### src/rtl/art_pkg.sv
// ----------------------------------------------------------------------------
// art_pkg: shared types and codes of the address region table
// Command and status codes, item structs, table entry and the command and
// status structs that join the controller to the datapath.
// ----------------------------------------------------------------------------
package art_pkg;

  localparam logic [2:0] CMD_CLEAR  = 3'd0;
  localparam logic [2:0] CMD_ADD    = 3'd1;
  localparam logic [2:0] CMD_LOOKUP = 3'd2;
  localparam logic [2:0] CMD_CHECK  = 3'd3;
  localparam logic [2:0] CMD_UNMAP  = 3'd4;
  localparam logic [2:0] CMD_MAP    = 3'd5;

  localparam logic [2:0] ST_OK      = 3'd0;
  localparam logic [2:0] ST_BAD     = 3'd1;
  localparam logic [2:0] ST_OVERLAP = 3'd2;
  localparam logic [2:0] ST_FULL    = 3'd3;
  localparam logic [2:0] ST_MISS    = 3'd4;
  localparam logic [2:0] ST_NOSPACE = 3'd5;

  localparam logic CFG_WIN_BASE = 1'b0;
  localparam logic CFG_WIN_END  = 1'b1;

  localparam logic [31:0] WIN_BASE_RST = 32'h2000_0000;
  localparam logic [31:0] WIN_END_RST  = 32'h3f00_0000;

  typedef struct packed {
    logic [2:0]  cmd;
    logic [31:0] address;
    logic [31:0] end_address;
    logic [31:0] length;
    logic [2:0]  permissions;
    logic        fixed_place;
  } item_in_t;

  typedef struct packed {
    logic [2:0]  status;
    logic [31:0] result_address;
    logic [3:0]  region_index;
    logic [2:0]  region_permissions;
    logic        span_changed;
  } item_out_t;

  typedef struct packed {
    logic [31:0] lo_a;
    logic [31:0] hi_a;
    logic [2:0]  perm;
  } entry_t;

  typedef enum logic [2:0] {
    SC_ADD, SC_LOOK, SC_CHECK, SC_UNMAP, SC_HINT, SC_FIT
  } scan_e;

  typedef enum logic [3:0] {
    A_NONE, A_LOAD, A_CLEAR, A_ADDSET, A_PREP, A_READ, A_NEXT, A_CHAIN,
    A_FITINIT, A_UNMAP, A_SPLIT1, A_SPLIT2, A_ALLOC, A_LOOKOK, A_FINISH
  } act_e;

  typedef struct packed {
    act_e       act;
    scan_e      scan;
    logic       mark;
    logic [2:0] st;
  } dp_cmd_t;

  typedef struct packed {
    logic [2:0] cmd;
    logic       fixed;
    logic       add_bad;
    logic       check_bad;
    logic       unmap_bad;
    logic       map_bad;
    logic       hint_ok;
    logic       fit_over;
    logic       hit;
    logic       last;
    logic       iter_last;
    logic       perm_ok;
    logic       chain_done;
    logic       split;
    logic       free_none;
  } dp_stat_t;

endpackage

### src/rtl/art_ctrl.sv
// ----------------------------------------------------------------------------
// art_ctrl: address region table controller
// Sequences each command through argument checks, slot scans, table writes
// and the result handshake.
// ----------------------------------------------------------------------------
module art_ctrl (
  input  logic              clk_i,
  input  logic              rst_ni,
  input  logic              in_valid_i,
  output logic              in_ready_o,
  output logic              out_valid_o,
  input  logic              out_ready_i,
  output art_pkg::dp_cmd_t  dp_cmd_o,
  input  art_pkg::dp_stat_t dp_stat_i
);

  typedef enum logic [14:0] {
    S_IDLE  = 15'b000000000000001,
    S_DISP  = 15'b000000000000010,
    S_ASET  = 15'b000000000000100,
    S_ACHK  = 15'b000000000001000,
    S_CCHK  = 15'b000000000010000,
    S_UCHK  = 15'b000000000100000,
    S_HCHK  = 15'b000000001000000,
    S_FPREP = 15'b000000010000000,
    S_FCHK  = 15'b000000100000000,
    S_RD    = 15'b000001000000000,
    S_EV    = 15'b000010000000000,
    S_SPLIT = 15'b000100000000000,
    S_UDONE = 15'b001000000000000,
    S_ALLOC = 15'b010000000000000,
    S_FIN   = 15'b100000000000000
  } state_e;

  state_e state_q, state_d;
  art_pkg::scan_e scan_q, scan_d;
  logic [2:0] st_q, st_d;
  logic out_valid_q, out_valid_d;
  art_pkg::act_e act;
  logic mark;

  always_comb begin
    state_d = state_q;
    scan_d  = scan_q;
    st_d    = st_q;
    act     = art_pkg::A_NONE;
    mark    = 1'b0;
    case (state_q)
      S_IDLE: begin
        if (in_valid_i) begin
          act     = art_pkg::A_LOAD;
          state_d = S_DISP;
        end
      end
      S_DISP: begin
        state_d = S_FIN;
        st_d    = art_pkg::ST_BAD;
        case (dp_stat_i.cmd)
          art_pkg::CMD_CLEAR: begin
            act  = art_pkg::A_CLEAR;
            st_d = art_pkg::ST_OK;
          end
          art_pkg::CMD_ADD: state_d = S_ASET;
          art_pkg::CMD_LOOKUP: begin
            act = art_pkg::A_PREP; scan_d = art_pkg::SC_LOOK; state_d = S_RD;
          end
          art_pkg::CMD_CHECK: begin
            act = art_pkg::A_PREP; scan_d = art_pkg::SC_CHECK; state_d = S_CCHK;
          end
          art_pkg::CMD_UNMAP: begin
            act = art_pkg::A_PREP; scan_d = art_pkg::SC_UNMAP; state_d = S_UCHK;
          end
          art_pkg::CMD_MAP: begin
            if (!dp_stat_i.map_bad) begin
              act = art_pkg::A_PREP;
              if (dp_stat_i.fixed) begin
                scan_d = art_pkg::SC_UNMAP; state_d = S_UCHK;
              end else begin
                scan_d = art_pkg::SC_HINT; state_d = S_HCHK;
              end
            end
          end
          default: st_d = art_pkg::ST_BAD;
        endcase
      end
      S_ASET: begin
        act = art_pkg::A_ADDSET; state_d = S_ACHK;
      end
      S_ACHK: begin
        if (dp_stat_i.add_bad) begin
          st_d = art_pkg::ST_BAD; state_d = S_FIN;
        end else begin
          act = art_pkg::A_PREP; scan_d = art_pkg::SC_ADD; state_d = S_RD;
        end
      end
      S_CCHK: begin
        if (dp_stat_i.check_bad) begin
          st_d = art_pkg::ST_BAD; state_d = S_FIN;
        end else state_d = S_RD;
      end
      S_UCHK: begin
        if (dp_stat_i.unmap_bad) begin
          st_d = art_pkg::ST_BAD; state_d = S_FIN;
        end else state_d = S_RD;
      end
      S_HCHK: begin
        if (dp_stat_i.hint_ok) state_d = S_RD;
        else begin
          act = art_pkg::A_FITINIT; scan_d = art_pkg::SC_FIT; state_d = S_FPREP;
        end
      end
      S_FPREP: begin
        act = art_pkg::A_PREP; state_d = S_FCHK;
      end
      S_FCHK: begin
        if (dp_stat_i.fit_over) begin
          st_d = art_pkg::ST_NOSPACE; state_d = S_FIN;
        end else state_d = S_RD;
      end
      S_RD: begin
        act = art_pkg::A_READ; state_d = S_EV;
      end
      S_EV: begin
        if (!dp_stat_i.hit) begin
          act     = art_pkg::A_NEXT;
          state_d = S_RD;
          if (dp_stat_i.last) begin
            case (scan_q)
              art_pkg::SC_ADD:   state_d = S_ALLOC;
              art_pkg::SC_UNMAP: state_d = S_UDONE;
              art_pkg::SC_HINT, art_pkg::SC_FIT: state_d = S_ASET;
              default: begin
                st_d = art_pkg::ST_MISS; state_d = S_FIN;
              end
            endcase
          end
        end else begin
          case (scan_q)
            art_pkg::SC_ADD: begin
              st_d = art_pkg::ST_OVERLAP; state_d = S_FIN;
            end
            art_pkg::SC_LOOK: begin
              act = art_pkg::A_LOOKOK; st_d = art_pkg::ST_OK; state_d = S_FIN;
            end
            art_pkg::SC_CHECK: begin
              state_d = S_FIN;
              if (!dp_stat_i.perm_ok) st_d = art_pkg::ST_MISS;
              else if (dp_stat_i.chain_done) st_d = art_pkg::ST_OK;
              else if (dp_stat_i.iter_last) st_d = art_pkg::ST_MISS;
              else begin
                act = art_pkg::A_CHAIN; state_d = S_RD;
              end
            end
            art_pkg::SC_HINT: begin
              act = art_pkg::A_FITINIT; scan_d = art_pkg::SC_FIT; state_d = S_FPREP;
            end
            art_pkg::SC_FIT: begin
              if (dp_stat_i.iter_last) begin
                st_d = art_pkg::ST_NOSPACE; state_d = S_FIN;
              end else begin
                act = art_pkg::A_CHAIN; state_d = S_FPREP;
              end
            end
            default: begin
              mark = 1'b1;
              if (!dp_stat_i.split) begin
                act     = art_pkg::A_UNMAP;
                state_d = dp_stat_i.last ? S_UDONE : S_RD;
              end else if (dp_stat_i.free_none) begin
                st_d = art_pkg::ST_FULL; state_d = S_FIN;
              end else begin
                act = art_pkg::A_SPLIT1; state_d = S_SPLIT;
              end
            end
          endcase
        end
      end
      S_SPLIT: begin
        act     = art_pkg::A_SPLIT2;
        state_d = dp_stat_i.last ? S_UDONE : S_RD;
      end
      S_UDONE: begin
        if (dp_stat_i.cmd == art_pkg::CMD_MAP) state_d = S_ASET;
        else begin
          st_d = art_pkg::ST_OK; state_d = S_FIN;
        end
      end
      S_ALLOC: begin
        state_d = S_FIN;
        if (dp_stat_i.free_none) st_d = art_pkg::ST_FULL;
        else begin
          act = art_pkg::A_ALLOC; st_d = art_pkg::ST_OK;
        end
      end
      S_FIN: begin
        if (!out_valid_q || out_ready_i) begin
          act = art_pkg::A_FINISH; state_d = S_IDLE;
        end
      end
      default: state_d = S_IDLE;
    endcase
  end

  always_comb begin
    out_valid_d = out_valid_q;
    if (out_valid_q && out_ready_i) out_valid_d = 1'b0;
    if (act == art_pkg::A_FINISH) out_valid_d = 1'b1;
  end

  always_ff @(posedge clk_i or negedge rst_ni) begin
    if (!rst_ni) begin
      state_q     <= S_IDLE;
      scan_q      <= art_pkg::SC_ADD;
      st_q        <= art_pkg::ST_OK;
      out_valid_q <= 1'b0;
    end else begin
      state_q     <= state_d;
      scan_q      <= scan_d;
      st_q        <= st_d;
      out_valid_q <= out_valid_d;
    end
  end

  assign dp_cmd_o.act  = act;
  assign dp_cmd_o.scan = scan_d;
  assign dp_cmd_o.mark = mark;
  assign dp_cmd_o.st   = st_q;
  assign in_ready_o    = state_q == S_IDLE;
  assign out_valid_o   = out_valid_q;

endmodule

### config.mk
export PLATFORM = sky130hd
export DESIGN_NAME = art_ctrl
export DESIGN_NICKNAME = d
export VERILOG_FILES = /design/src/rtl/art_pkg.sv /design/src/rtl/art_ctrl.sv
export SDC_FILE = /design/constraint.sdc
export NUM_CORES = 1
export LEC_CHECK = 0
export BUFFER_PORTS_ARGS = -buffer_cell sky130_fd_sc_hd__buf_4
export CAP_MARGIN = 20
export CORE_MARGIN = 1.5
export CORE_UTILIZATION = 40
export CTS_CLUSTER_DIAMETER = 80
export DETAILED_ROUTE_END_ITERATION = 10
export PLACE_DENSITY = 0.61
export SETUP_SLACK_MARGIN = 0.15
export SLEW_MARGIN = 20
export SYNTH_ARGS = -nofsm -noshare
export SYNTH_HDL_FRONTEND = slang
export SYNTH_SLANG_ARGS = --single-unit
### constraint.sdc
create_clock -name clk_i -period 2.6 [get_ports clk_i]
set_input_delay 0.26 -clock clk_i [delete_from_list [all_inputs] [get_ports clk_i]]
set_output_delay 0.26 -clock clk_i [all_outputs]
set_load 0.02 [all_outputs]
## Yosys cells after proc, flatten, opt, wreduce, memory -nomap -nowiden

Index checks and enable logic that the tools add are counted.

| word-level totals | value |
|---|---|
| register bits after elaboration | 22 |
| output and inout port bits | 13 |
| logic and storage cells | 127 |

| operators by class | value |
|---|---|
| equal/unequal tests | 40 |
| muxes and demuxes | 69 |
| reductions and logical operators | 14 |

Operators with widths:

| kind | count |
|---|---|
| 15-bit two-way mux | 16 |
| 15-bit case mux with 15 select lines | 1 |
| 3-bit two-way mux | 25 |
| 15-bit case mux with 5 select lines | 1 |
| 15-bit case mux with 4 select lines | 1 |
| 15-bit case mux with 3 select lines | 1 |
| 4-bit case mux with 11 select lines | 1 |
| 4-bit two-way mux | 6 |
| 3-bit case mux with 4 select lines | 2 |
| 3-bit case mux with 8 select lines | 1 |
| 4-bit case mux with 5 select lines | 1 |
| 15-bit by 1-bit equality test with 1-bit output (second input constant) | 1 |
| 15-bit by 10-bit equality test with 1-bit output (second input constant) | 1 |
| 15-bit by 11-bit equality test with 1-bit output (second input constant) | 1 |
| 15-bit by 12-bit equality test with 1-bit output (second input constant) | 1 |
| 15-bit by 13-bit equality test with 1-bit output (second input constant) | 1 |
| 15-bit by 14-bit equality test with 1-bit output (second input constant) | 1 |
| 15-bit equality test (second input constant) | 1 |
| 15-bit by 2-bit equality test with 1-bit output (second input constant) | 1 |
| 15-bit by 3-bit equality test with 1-bit output (second input constant) | 1 |
| 15-bit by 4-bit equality test with 1-bit output (second input constant) | 1 |
| 15-bit by 5-bit equality test with 1-bit output (second input constant) | 1 |
| 15-bit by 6-bit equality test with 1-bit output (second input constant) | 1 |
| 15-bit by 7-bit equality test with 1-bit output (second input constant) | 1 |
| other kinds (30) | 54 |

## Longest topological paths before layout

Gate-level depths: netlist (run 1).

| logic depth | value |
|---|---|
| depth in word-level cells | 8 |
| mapped depth | 8 |
| mapped depth without buffers | 6 |

## Worst setup path after synthesis (run 1)

Ideal clock, no wire load.

| timing path | value |
|---|---|
| path type | flip-flop to output port |
| start point | reg state_q[6] |
| end point | out dp_cmd_o[7] (netlist name) |
| data arrival time | 2.488 ns |
| data required time | 2.340 ns |
| slack | -0.148 ns |
| cell stages (with the launch flop) | 6 |
| path buffers | 0 |
| cells stage by stage | dfrtp_1 > nor4_4 > nand4_1 > nor4b_1 > nand2_1 > o211ai_1 |

RTL lines:

| element | RTL line | source |
|---|---|---|
| start, declared | art_ctrl.sv:35 | `state_e state_q, state_d;` |
| start signal, assigned | art_ctrl.sv:217 | `state_q <= state_d;` |
| end, declared | art_ctrl.sv:13 | `output art_pkg::dp_cmd_t dp_cmd_o,` |

==> results of run 1 <==
## through the flow
stage                     std cells  util, %  instance area (µm²)
after detailed placement        367     52.0                 2450
after global routing            400     62.4                 2950
final                           400     62.4                 2950
after floorplan                 249        -                 1960
after global placement          367     52.0                 2450
after CTS                       384     57.4                 2710
## cell type report
class	count	share of cell area (%)
Clock buffer	4	1.53
Multi-Input combinational cell	206	50.3
Inverter	10	1.27
Sequential cell	22	19.0
Tap cell	67	2.85
Timing Repair Buffer	91	25.1
## worst paths after layout
kind / start / endpoint / slack, ps / cells past startpoint
max: state_q[11] / dp_cmd_o[5] / 40 / 9
min: dp_stat_i[13] / state_q[6] / 160 / 2
max reg2reg: state_q[11] / st_q[1] / 120 / 9
min reg2reg: st_q[0] / st_q[0] / 500 / 1
max in group asynchronous: rst_ni / state_q[0] / 1900 / 2
min in group asynchronous: rst_ni / state_q[3] / 420 / 2
## cells in the mapped netlist, types with 5 or more instances
master / n / area (µm²)
nand3_1: 12 / 60.1
inv_1: 10 / 37.5
o21ai_0: 15 / 75.1
nand2_1: 22 / 82.6
nor2b_1: 7 / 43.8
nor3_1: 8 / 40.0
nor2_1: 30 / 113
or3_1: 5 / 31.3
dfrtp_1: 21 / 526
a21oi_1: 13 / 65.1
nor4_1: 5 / 31.3
nor4b_1: 5 / 43.8
nand2b_1: 11 / 68.8
nand4_1: 9 / 56.3
clkbuf_1: 8 / 30.0
## routing by layer
layer / vias to the layer above / track usage [%] / wire length [µm]
li1: 1105 / - / -
met1: 1127 / 37.1 / 3210
met2: 104 / 43.4 / 3410
met3: 14 / 4.42 / 409
met4: 0 / 7.13 / 167
met5: - / 0 / 0
## worst register-to-register path, stage by stage (launching register included)
cell and delay [ps]:
dfrtp_1 420, buf_6 150, nor4_2 250, buf_4 170, buf_4 140, nand4_1 130
a21oi_2 200, nor2_2 80, a2111oi_4 470, mux2_1 360
## cells by family (layout without fill, tap and decap cells)
logic type / count (synthesis) / count (layout)
and+or+nand+nor: 135 / 135
AOI/OAI and AO/OA: 62 / 62
muxes: 5 / 5
buffers and inverters: 21 / 105
adders and majority gates: 1 / 1
xor gates and xnor gates: 3 / 3
DFF: 22 / 22
## timing repair
| action | CTS | global route |
|---|---|---|
| setup endpoints to repair | 9 | 10 |
| hold buffers | 1 | 0 |
| pin swaps | 16 | 11 |
| gates resized for setup | 30 | 27 |
| buffers inserted | 12 | 16 |
| gates cloned | 0 | 0 |
| endpoints found under the hold margin | 21 | 0 |
## cell usage in the layout, fill, tap and decap left out, types with 3 or more instances in the layout
| cell type | instances |
|---|---|
| a211o_1 | 3 |
| a21o_1 | 3 |
| a21oi_1 | 12 |
| a31oi_1 | 3 |
| buf_4 | 76 |
| buf_6 | 14 |
| clkbuf_8 | 3 |
| dfrtp_1 | 15 |
| dfrtp_2 | 6 |
| inv_1 | 10 |
| nand2_1 | 22 |
| nand2b_1 | 11 |
| nand3_1 | 10 |
| nand4_1 | 9 |
| nand4b_1 | 3 |
| nor2_1 | 24 |
| nor2_4 | 4 |
| nor2b_1 | 6 |
| nor3_1 | 5 |
| nor3_2 | 3 |
| nor4_1 | 4 |
| nor4_4 | 3 |
| nor4b_1 | 4 |
| o21a_1 | 3 |
| o21ai_0 | 12 |
| or3_1 | 3 |
| or4_4 | 3 |
## sequential cells by signal (all words and copies together) (netlist names)
signal       flops
state_q         15
st_q             3
out_valid_o      1
scan_q           3
## report_power, final
group / leakage, nW / switching [mW] / internal, mW
logic: 0.985 / 0.561 / 0.525
clock network: 0.0228 / 0.118 / 0.110
registers: 0.286 / 0.0619 / 0.397
==> results.md, run 1 <==
- The total via count after detailed routing is 2350.
- In this run the tightest slew margin relative to its limit is 63.5%.
- For this run the aggregate overflow at the end of global routing stands at 0.
- The register clock-pin slew on the reported worst setup and hold paths is 80 ps.
- The flow ran to the end, and the final reports show no timing, DRC or antenna violations.
- The fill cell total of the finished layout is 431.
- The die is 72.9 µm wide.
- At the later pin of the worst-skew pair, clock insertion delay measures 270 ps.
- Derived from the worst setup path, the maximum achievable clock frequency is 390 MHz.
- Measured against the total synthesized area, the mux share comes to 2.82%.
- Walking the worst path, the cells encountered are buf_6, nor4_2, buf_4, nand4_1, or3_4, and3_4, o21ai_2, o21ai_2, buf_6.
- In this run, CTS created clock tree buffers numbering 3.
- The worst path setup slack after routing is 38.5 ps.
- By area, the combinational part of the netlist is dominated by simple AND/OR/NAND/NOR gates.
- The cell area after technology mapping is 1950 µm².
- The pin count of the biggest net entering global routing is 23.
- In this run the count of I/O pins placed on the die edge is 34.
- The final layout net count is 356.
- Setup repair after global routing could not meet its margin everywhere.
- Summed over all layers, the routed wires come to 7.19 mm.
- The total area inside the core boundary comes to 4720 µm².
- The number of cell rows is 25.
- Global routing consumed, over all layers together, 26.8% of the routing resources.
- The synthesized netlist devotes 0.641% of its cell area to adder and majority cells.
- The detailed-route DRC error count is 0.
- The routed wirelength normalized by instance count is 18.0 µm.
- The power consumption is 1.77 mW.
- Synthesis produced 249 cells.
- The detailed-routing iteration count for the pre-antenna-repair pass is 5.
- The count of state elements after synthesis is 22.
- The number of warnings issued by yosys is 0.
- The initial utilization of the core area, before any placement, comes to 41.4%.
- The peak fanout along the critical path is 5.
- The placement-stage worst setup slack is 39.7 ps.
- The mean cell area of the mapped netlist is 7.84 µm².
- The number of global-route vias before repair is 2121.
- The number of enable flip-flop cells after synthesis is 0.
- The fraction of synthesized cell area in xor and xnor cells is 1.35%.
- Counting every sink on the clock net gives 22.
- Input and output buffers added on the ports amount to 33.
- Max-cap violations in this run came to 0.
- In this run the number of H-tree levels came out at 1.
- The critical path class is register to output port.
- The most used flip-flop cell after synthesis is dfrtp_1.
- The post-route clock skew is 4.81 ps.
- The startpoint class of the critical path is a register.
- 0 antenna diodes ended up in the layout.
- Routability-driven placement finished with a final weighted congestion of 0.943.
- The number of endpoints with negative hold slack in the final report is 0.
- On the critical path, the stage with the largest delay is an instance of or3_4.
- The number of distinct library cell variants in the gate-level netlist after synthesis is 58.
- The die outline height is 72.9 µm.
- After detailed routing, the number of vias per cell comes to 5.88.
- The register area share after synthesis is 28.3%.
- The share of synthesized cell area in and, or, nand and nor gates is 39.4%.
- The sequential cells in the finished layout cover a total of 559 µm².
- The number of max-slew violations in the final report is 0.
- The maximum buffer depth of the clock tree is 2.
- Setup violations remaining at the end of the flow were counted as 0.
- The sum of buffers and inverters on the critical path is 3.
- The data required time at the worst endpoint is 2340 ps.
- For the pin with the worst max-slew slack, the measured transition is 545 ps.
- The number of nets in the synthesized netlist is 271.
- The maximum vdd drop is 0.414 mV.
- Summed over all cells, the static leakage comes to 1.29 nW.
- After layout, the minimum clock period comes to 2560 ps.
- The first global-routing pass estimated 11.0 mm of wire.
- The area growth from synthesis to layout is 50.8%.
- For this block, the initial DRC count from the detailed router was 145.
- The detailed placement HPWL is 5.09 mm.
- In the final layout, the share of cells above drive strength 1 is 40.8%.
- The initial antenna violation count is 0.
- The path class of the tightest hold or removal check is input port to register.
- The synthesized netlist devotes 22.9% of its cell area to compound gates.
- TritonCTS built the clock tree.
- Power spread over the standard cell area amounts to 602 nW/µm².
- The final worst-path cycle share is 98.5%.
- Broken down by cell family, the worst path's largest delay share belongs to simple AND/OR/NAND/NOR gates.
- The area of the multi-input gates is 1480 µm².
- The final-layout setup total negative slack is 0 ps.
- For the worst setup path, the data arrival time is 2300 ps.
- Once detail routing completed, the nets flagged for antenna violations numbered 0.
- The post-synthesis async set-or-reset flop share is 100%.
- The worst slack on hold paths is 158 ps.
- The worst setup path is captured at an output port.
- The area enclosed by the die boundary is 5310 µm².
- The largest single stage delay on the critical path is 430 ps.
- CTS placed an instance of clkbuf_8 at the clock tree root.
Power figures use the tool's default switching activity.
==> inputs of run 2 (changes only) <==
--- a/config.mk
+++ b/config.mk
@@ -5,13 +5,15 @@
 export SDC_FILE = /design/constraint.sdc
 export NUM_CORES = 1
 export LEC_CHECK = 0
+export ABC_AREA = 1
+export ABC_CLOCK_PERIOD_IN_PS = 2600
 export BUFFER_PORTS_ARGS = -buffer_cell sky130_fd_sc_hd__buf_4
 export CAP_MARGIN = 20
 export CORE_MARGIN = 1.5
 export CORE_UTILIZATION = 40
 export CTS_CLUSTER_DIAMETER = 80
 export DETAILED_ROUTE_END_ITERATION = 10
-export PLACE_DENSITY = 0.61
+export PLACE_DENSITY = 0.6
 export SETUP_SLACK_MARGIN = 0.15
 export SLEW_MARGIN = 20
 export SYNTH_ARGS = -nofsm -noshare
==> run 2 against run 1 <==
Compared with the run above:
- final area down 16%
- sequential share of layout area up 3.5 points
- hold slack better by 13 ps
- critical endpoint is now dp_cmd_o[8]
- non-clock buffer count down 52
- die area up 4.2%
- highest routed layer unchanged
==> results.md, run 2 <==
- The share of synthesized cell area in and, or, nand and nor gates came to 46.9% (+7.5 points).
- The mean cell area of the mapped netlist came to 6.18 µm² (-21%).
- The number of global-route vias before repair is 2026 (-4.5%).
- The count of state elements after synthesis is 22 (unchanged).
- The total net switching power is 0.711 mW (-4.1%).
- The switching power as a share of total power came to 46.7% (+4.9 points).
- The final layout net count is 392 (+10%).
- The placed instance count is 426 (+16%).
- The number of endpoints with negative hold slack in the final report was 0 (unchanged).
- The detailed router's first-iteration violation count is 170 (+17%).
- The number of nets in the synthesized netlist was 352 (+30%).
- The total wire length was 6.09 mm (-15%).
- The number of instances in the synthesized netlist was 330 (+33%).
- The horizontal die dimension is 74.4 µm (+2.1%).
- The register area share after synthesis is 27.1% (-1.2 points).
- The portion of total power attributed to combinational logic is 52.7% (-8.6 points).
- The minimum clock period is 2350 ps (-215 ps).
- The number of vias per cell after detailed routing is 5.23 (-11%).
- The area enclosed by the die boundary is 5530 µm² (+4.2%).
- The arrival time reported for the critical path endpoint is 2090 ps (-210 ps).
- The number of distinct library cell variants in the gate-level netlist after synthesis was 34 (-41%).
- The static leakage power is 1.34 nW (+3.3%).
- The number of max-slew violations in the final report is 0 (unchanged).
- The post-route antenna net violation count is 0 (unchanged).
- By instance count, the leading cell after synthesis is nand2_1.
- In the post-synthesis netlist, the biggest area contributors are dfrtp_1, nand2_1, inv_1.
- The mux share of post-synthesis cell area is 0% (-2.8 points).
- The ratio of total power to cell area is 618 nW/µm² (+2.8%).
- The antenna diode count was 0 (unchanged).
- The cell type contributing the most total cell area after synthesis is dfrtp_1.
- The share of the core filled with cells in the final layout is 51.1% (-11 points).
- The flow ran to the end, and the final reports show no timing, DRC or antenna violations.
- The share of post-route cells with drive strength above 1 is 21.1% (-20 points).
- The remaining global-route overflow came to 0 (unchanged).
- The number of warnings issued by yosys is 0 (unchanged).
- The initial antenna violation count is 0 (unchanged).
- The slew at the pin closest to its max-slew limit is 406 ps (-139 ps).
- The most used flip-flop cell after synthesis is dfrtp_1.
- The top-level port count came to 34 (unchanged).
- Ranked by instance count, the synthesized netlist is headed by nand2_1, inv_1, nor2_1, nand3_1, o21ai_0.
- The final RePlAce weighted congestion came to 0.936 (-0.71%).
- The detailed-route DRC error count is 0 (unchanged).
- The maximum clock frequency is 426 MHz (+9.2%).
- The depth of the CTS H-tree is 1 (unchanged).
- The total via count after detailed routing is 2279 (-3.0%).
- The post-route clock skew is 5.43 ps (+0.627 ps).
- The complex-gate fraction of the synthesized area is 13.1% (-9.7 points).
- The number of cell rows is 25 (unchanged).
- The relative contribution of sequential cells to total power is 30.2% (+4.3 points).
- The register clock-pin slew on the reported worst setup and hold paths was 90 ps (about the same).
- The number of sinks on the clock net is 22 (unchanged).
- The core outline area came to 4820 µm² (+2.0%).
- The internal power is 0.811 mW (-21%).
- The final-layout setup total negative slack is 0 ps (unchanged).
- The maximum buffer depth of the clock tree was 2 (unchanged).
- The fraction of synthesized cell area in xor and xnor cells is 0% (-1.3 points).
- The peak fanout along the critical path is 6 (+1).
- The worst slew margin relative to its limit was 72.2% (+8.7 points).
- The number of enable flip-flop cells after synthesis is 0 (unchanged).
- The register with the most flip-flops is state_q.
- Leaving out fill and tap cells, the most frequent cell in the layout is nand2_1.
- The cell area after technology mapping is 2040 µm² (+4.4%).
- The clock power share is 17.1% (+4.3 points).
- The cell at the root of the clock tree is clkbuf_8.
- After synthesis, the largest family of logic cells by area is simple AND/OR/NAND/NOR gates.
- The total routing resource utilization after global routing came to 23.5% (-3.3 points).
- The max capacitance violation total is 0 (unchanged).
- The TritonCTS clock tree is yes.
- The area growth from synthesis to layout is 20.7%.
- The pin count of the biggest net entering global routing is 23 (unchanged).
- The maximum vdd drop is 0.424 mV (+2.4%).
- The starting density of the core is 42.3% (+0.96 points).
- The detailed-routing iteration count for the pre-antenna-repair pass was 5 (unchanged).
- The final worst-path cycle share was 90.2% (-8.3 points).
- Setup repair after global routing could not meet its margin everywhere.
- STA classifies the critical path endpoint as an output port.
- In this run the worst hold path is classified as input port to register.
- The number of buffers created by CTS is 3 (unchanged).
- The largest registers in the layout are state_q: 15 flops, scan_q: 3 flops, st_q: 3 flops.
- The routed wirelength normalized by instance count is 14.0 µm (-22%).
- The fill cell total of the finished layout is 545 (+26%).
- The flip-flop count of the largest register, all copies and words added is 15 (unchanged).
- The critical path class is register to output port.
- The detailed placement HPWL is 4.82 mm (-5.2%).
- The global-route wire length before repair is 9.94 mm (-9.3%).
- The number of failing setup endpoints in the final timing report is 0 (unchanged).
- The portion of synthesized cell area occupied by the leading cell type was 25.8% (-1.1 points).
- In the layout the commonest cells are nand2_1, inv_1, nor2_1, buf_4, nand3_1.
- The fraction of the mapped netlist area in adder cells is 0.614% (-0.027 points).
- The die outline height is 74.4 µm (+2.1%).
- The count of input and output buffers is 33 (unchanged).
- The post-synthesis async set-or-reset flop share came to 100% (unchanged).
- STA classifies the critical path startpoint as a register.
- The data required time at the worst endpoint is 2340 ps (about the same).
- The filler-free cell count of the finished design was 436 (+9.0%).
- The source-to-sink clock delay at the later pin of the worst-skew pair is 270 ps (about the same).
==> run 2: kinds of logic after synthesis <==
kind of cell	Yosys count
buf+inv	61
simple gates	198
compound gates	48
fa+ha+maj	1
flops	22
==> run 2: final timing paths <==
check	from	end	slack [ps]	depth (start not counted)
worst max-delay path	state_q[3]	dp_cmd_o[8]	250	8
worst min-delay path	dp_stat_i[13]	state_q[6]	170	2
worst max register to register	state_q[3]	st_q[0]	470	14
worst min register to register	st_q[1]	st_q[1]	500	2
max in group asynchronous	rst_ni	state_q[0]	1900	2
min in group asynchronous	rst_ni	state_q[3]	410	2
==> run 2: worst max-delay path, cell delays in order (launching register included) <==
cell	delay (ps)
dfrtp_1	390
nor2_1	200
nand2_2	140
nor2_4	240
nand4_1	320
nand2_1	220
inv_1	60
nand4_1	100
buf_4	150
==> run 2: area by class of cell <==
class | instances | area, µm² | share of cell area (%)
clock buffer | 4 | 55.1 | 2.24
inverter | 56 | 210 | 8.55
multi-input combinational | 248 | 1260 | 51.3
sequential | 22 | 553 | 22.5
tap | 67 | 83.8 | 3.41
timing repair buffer | 39 | 295 | 12.0
==> run 2: repair_timing <==
item | CTS | global route
setup endpoints to repair | 3 | 4
pin swaps | 0 | 2
setup buffers | 0 | 4
endpoints found under the hold margin | 21 | 0
cloned | 0 | 1
hold buffers | 1 | 0
gates resized for setup | 1 | 6
==> run 2: power groups by stage <==
stage,Sequential (mW),Combinational (mW),Clock [mW]
3_5_place_dp,0.462,0.744,0
4_1_cts,0.455,0.751,0.263
5_1_grt,0.469,0.888,0.277
6_report,0.459,0.802,0.261
3_3_place_gp,0.464,0.746,0
2_1_floorplan,0.434,0.547,0
==> run 2: stage by stage <==
stage	cell area (µm²)	setup WS (ps)	total power, mW	hold slack [ps]
6_report	2460	254	1.52	171
5_1_grt	2460	155	1.63	192
4_1_cts	2410	228	1.47	170
3_5_place_dp	2340	378	1.21	177
3_3_place_gp	2340	450	1.21	175
2_1_floorplan	2040	791	0.981	-35.6
==> run 2: layer usage <==
metal	part of all wire [%]	GRT usage (%)	up-vias
met4	0.74	5.45	0
met1	47	33.1	1033
met3	6.8	2.17	4
met2	46	39.2	88
met5	0	0	-
li1	-	-	1154
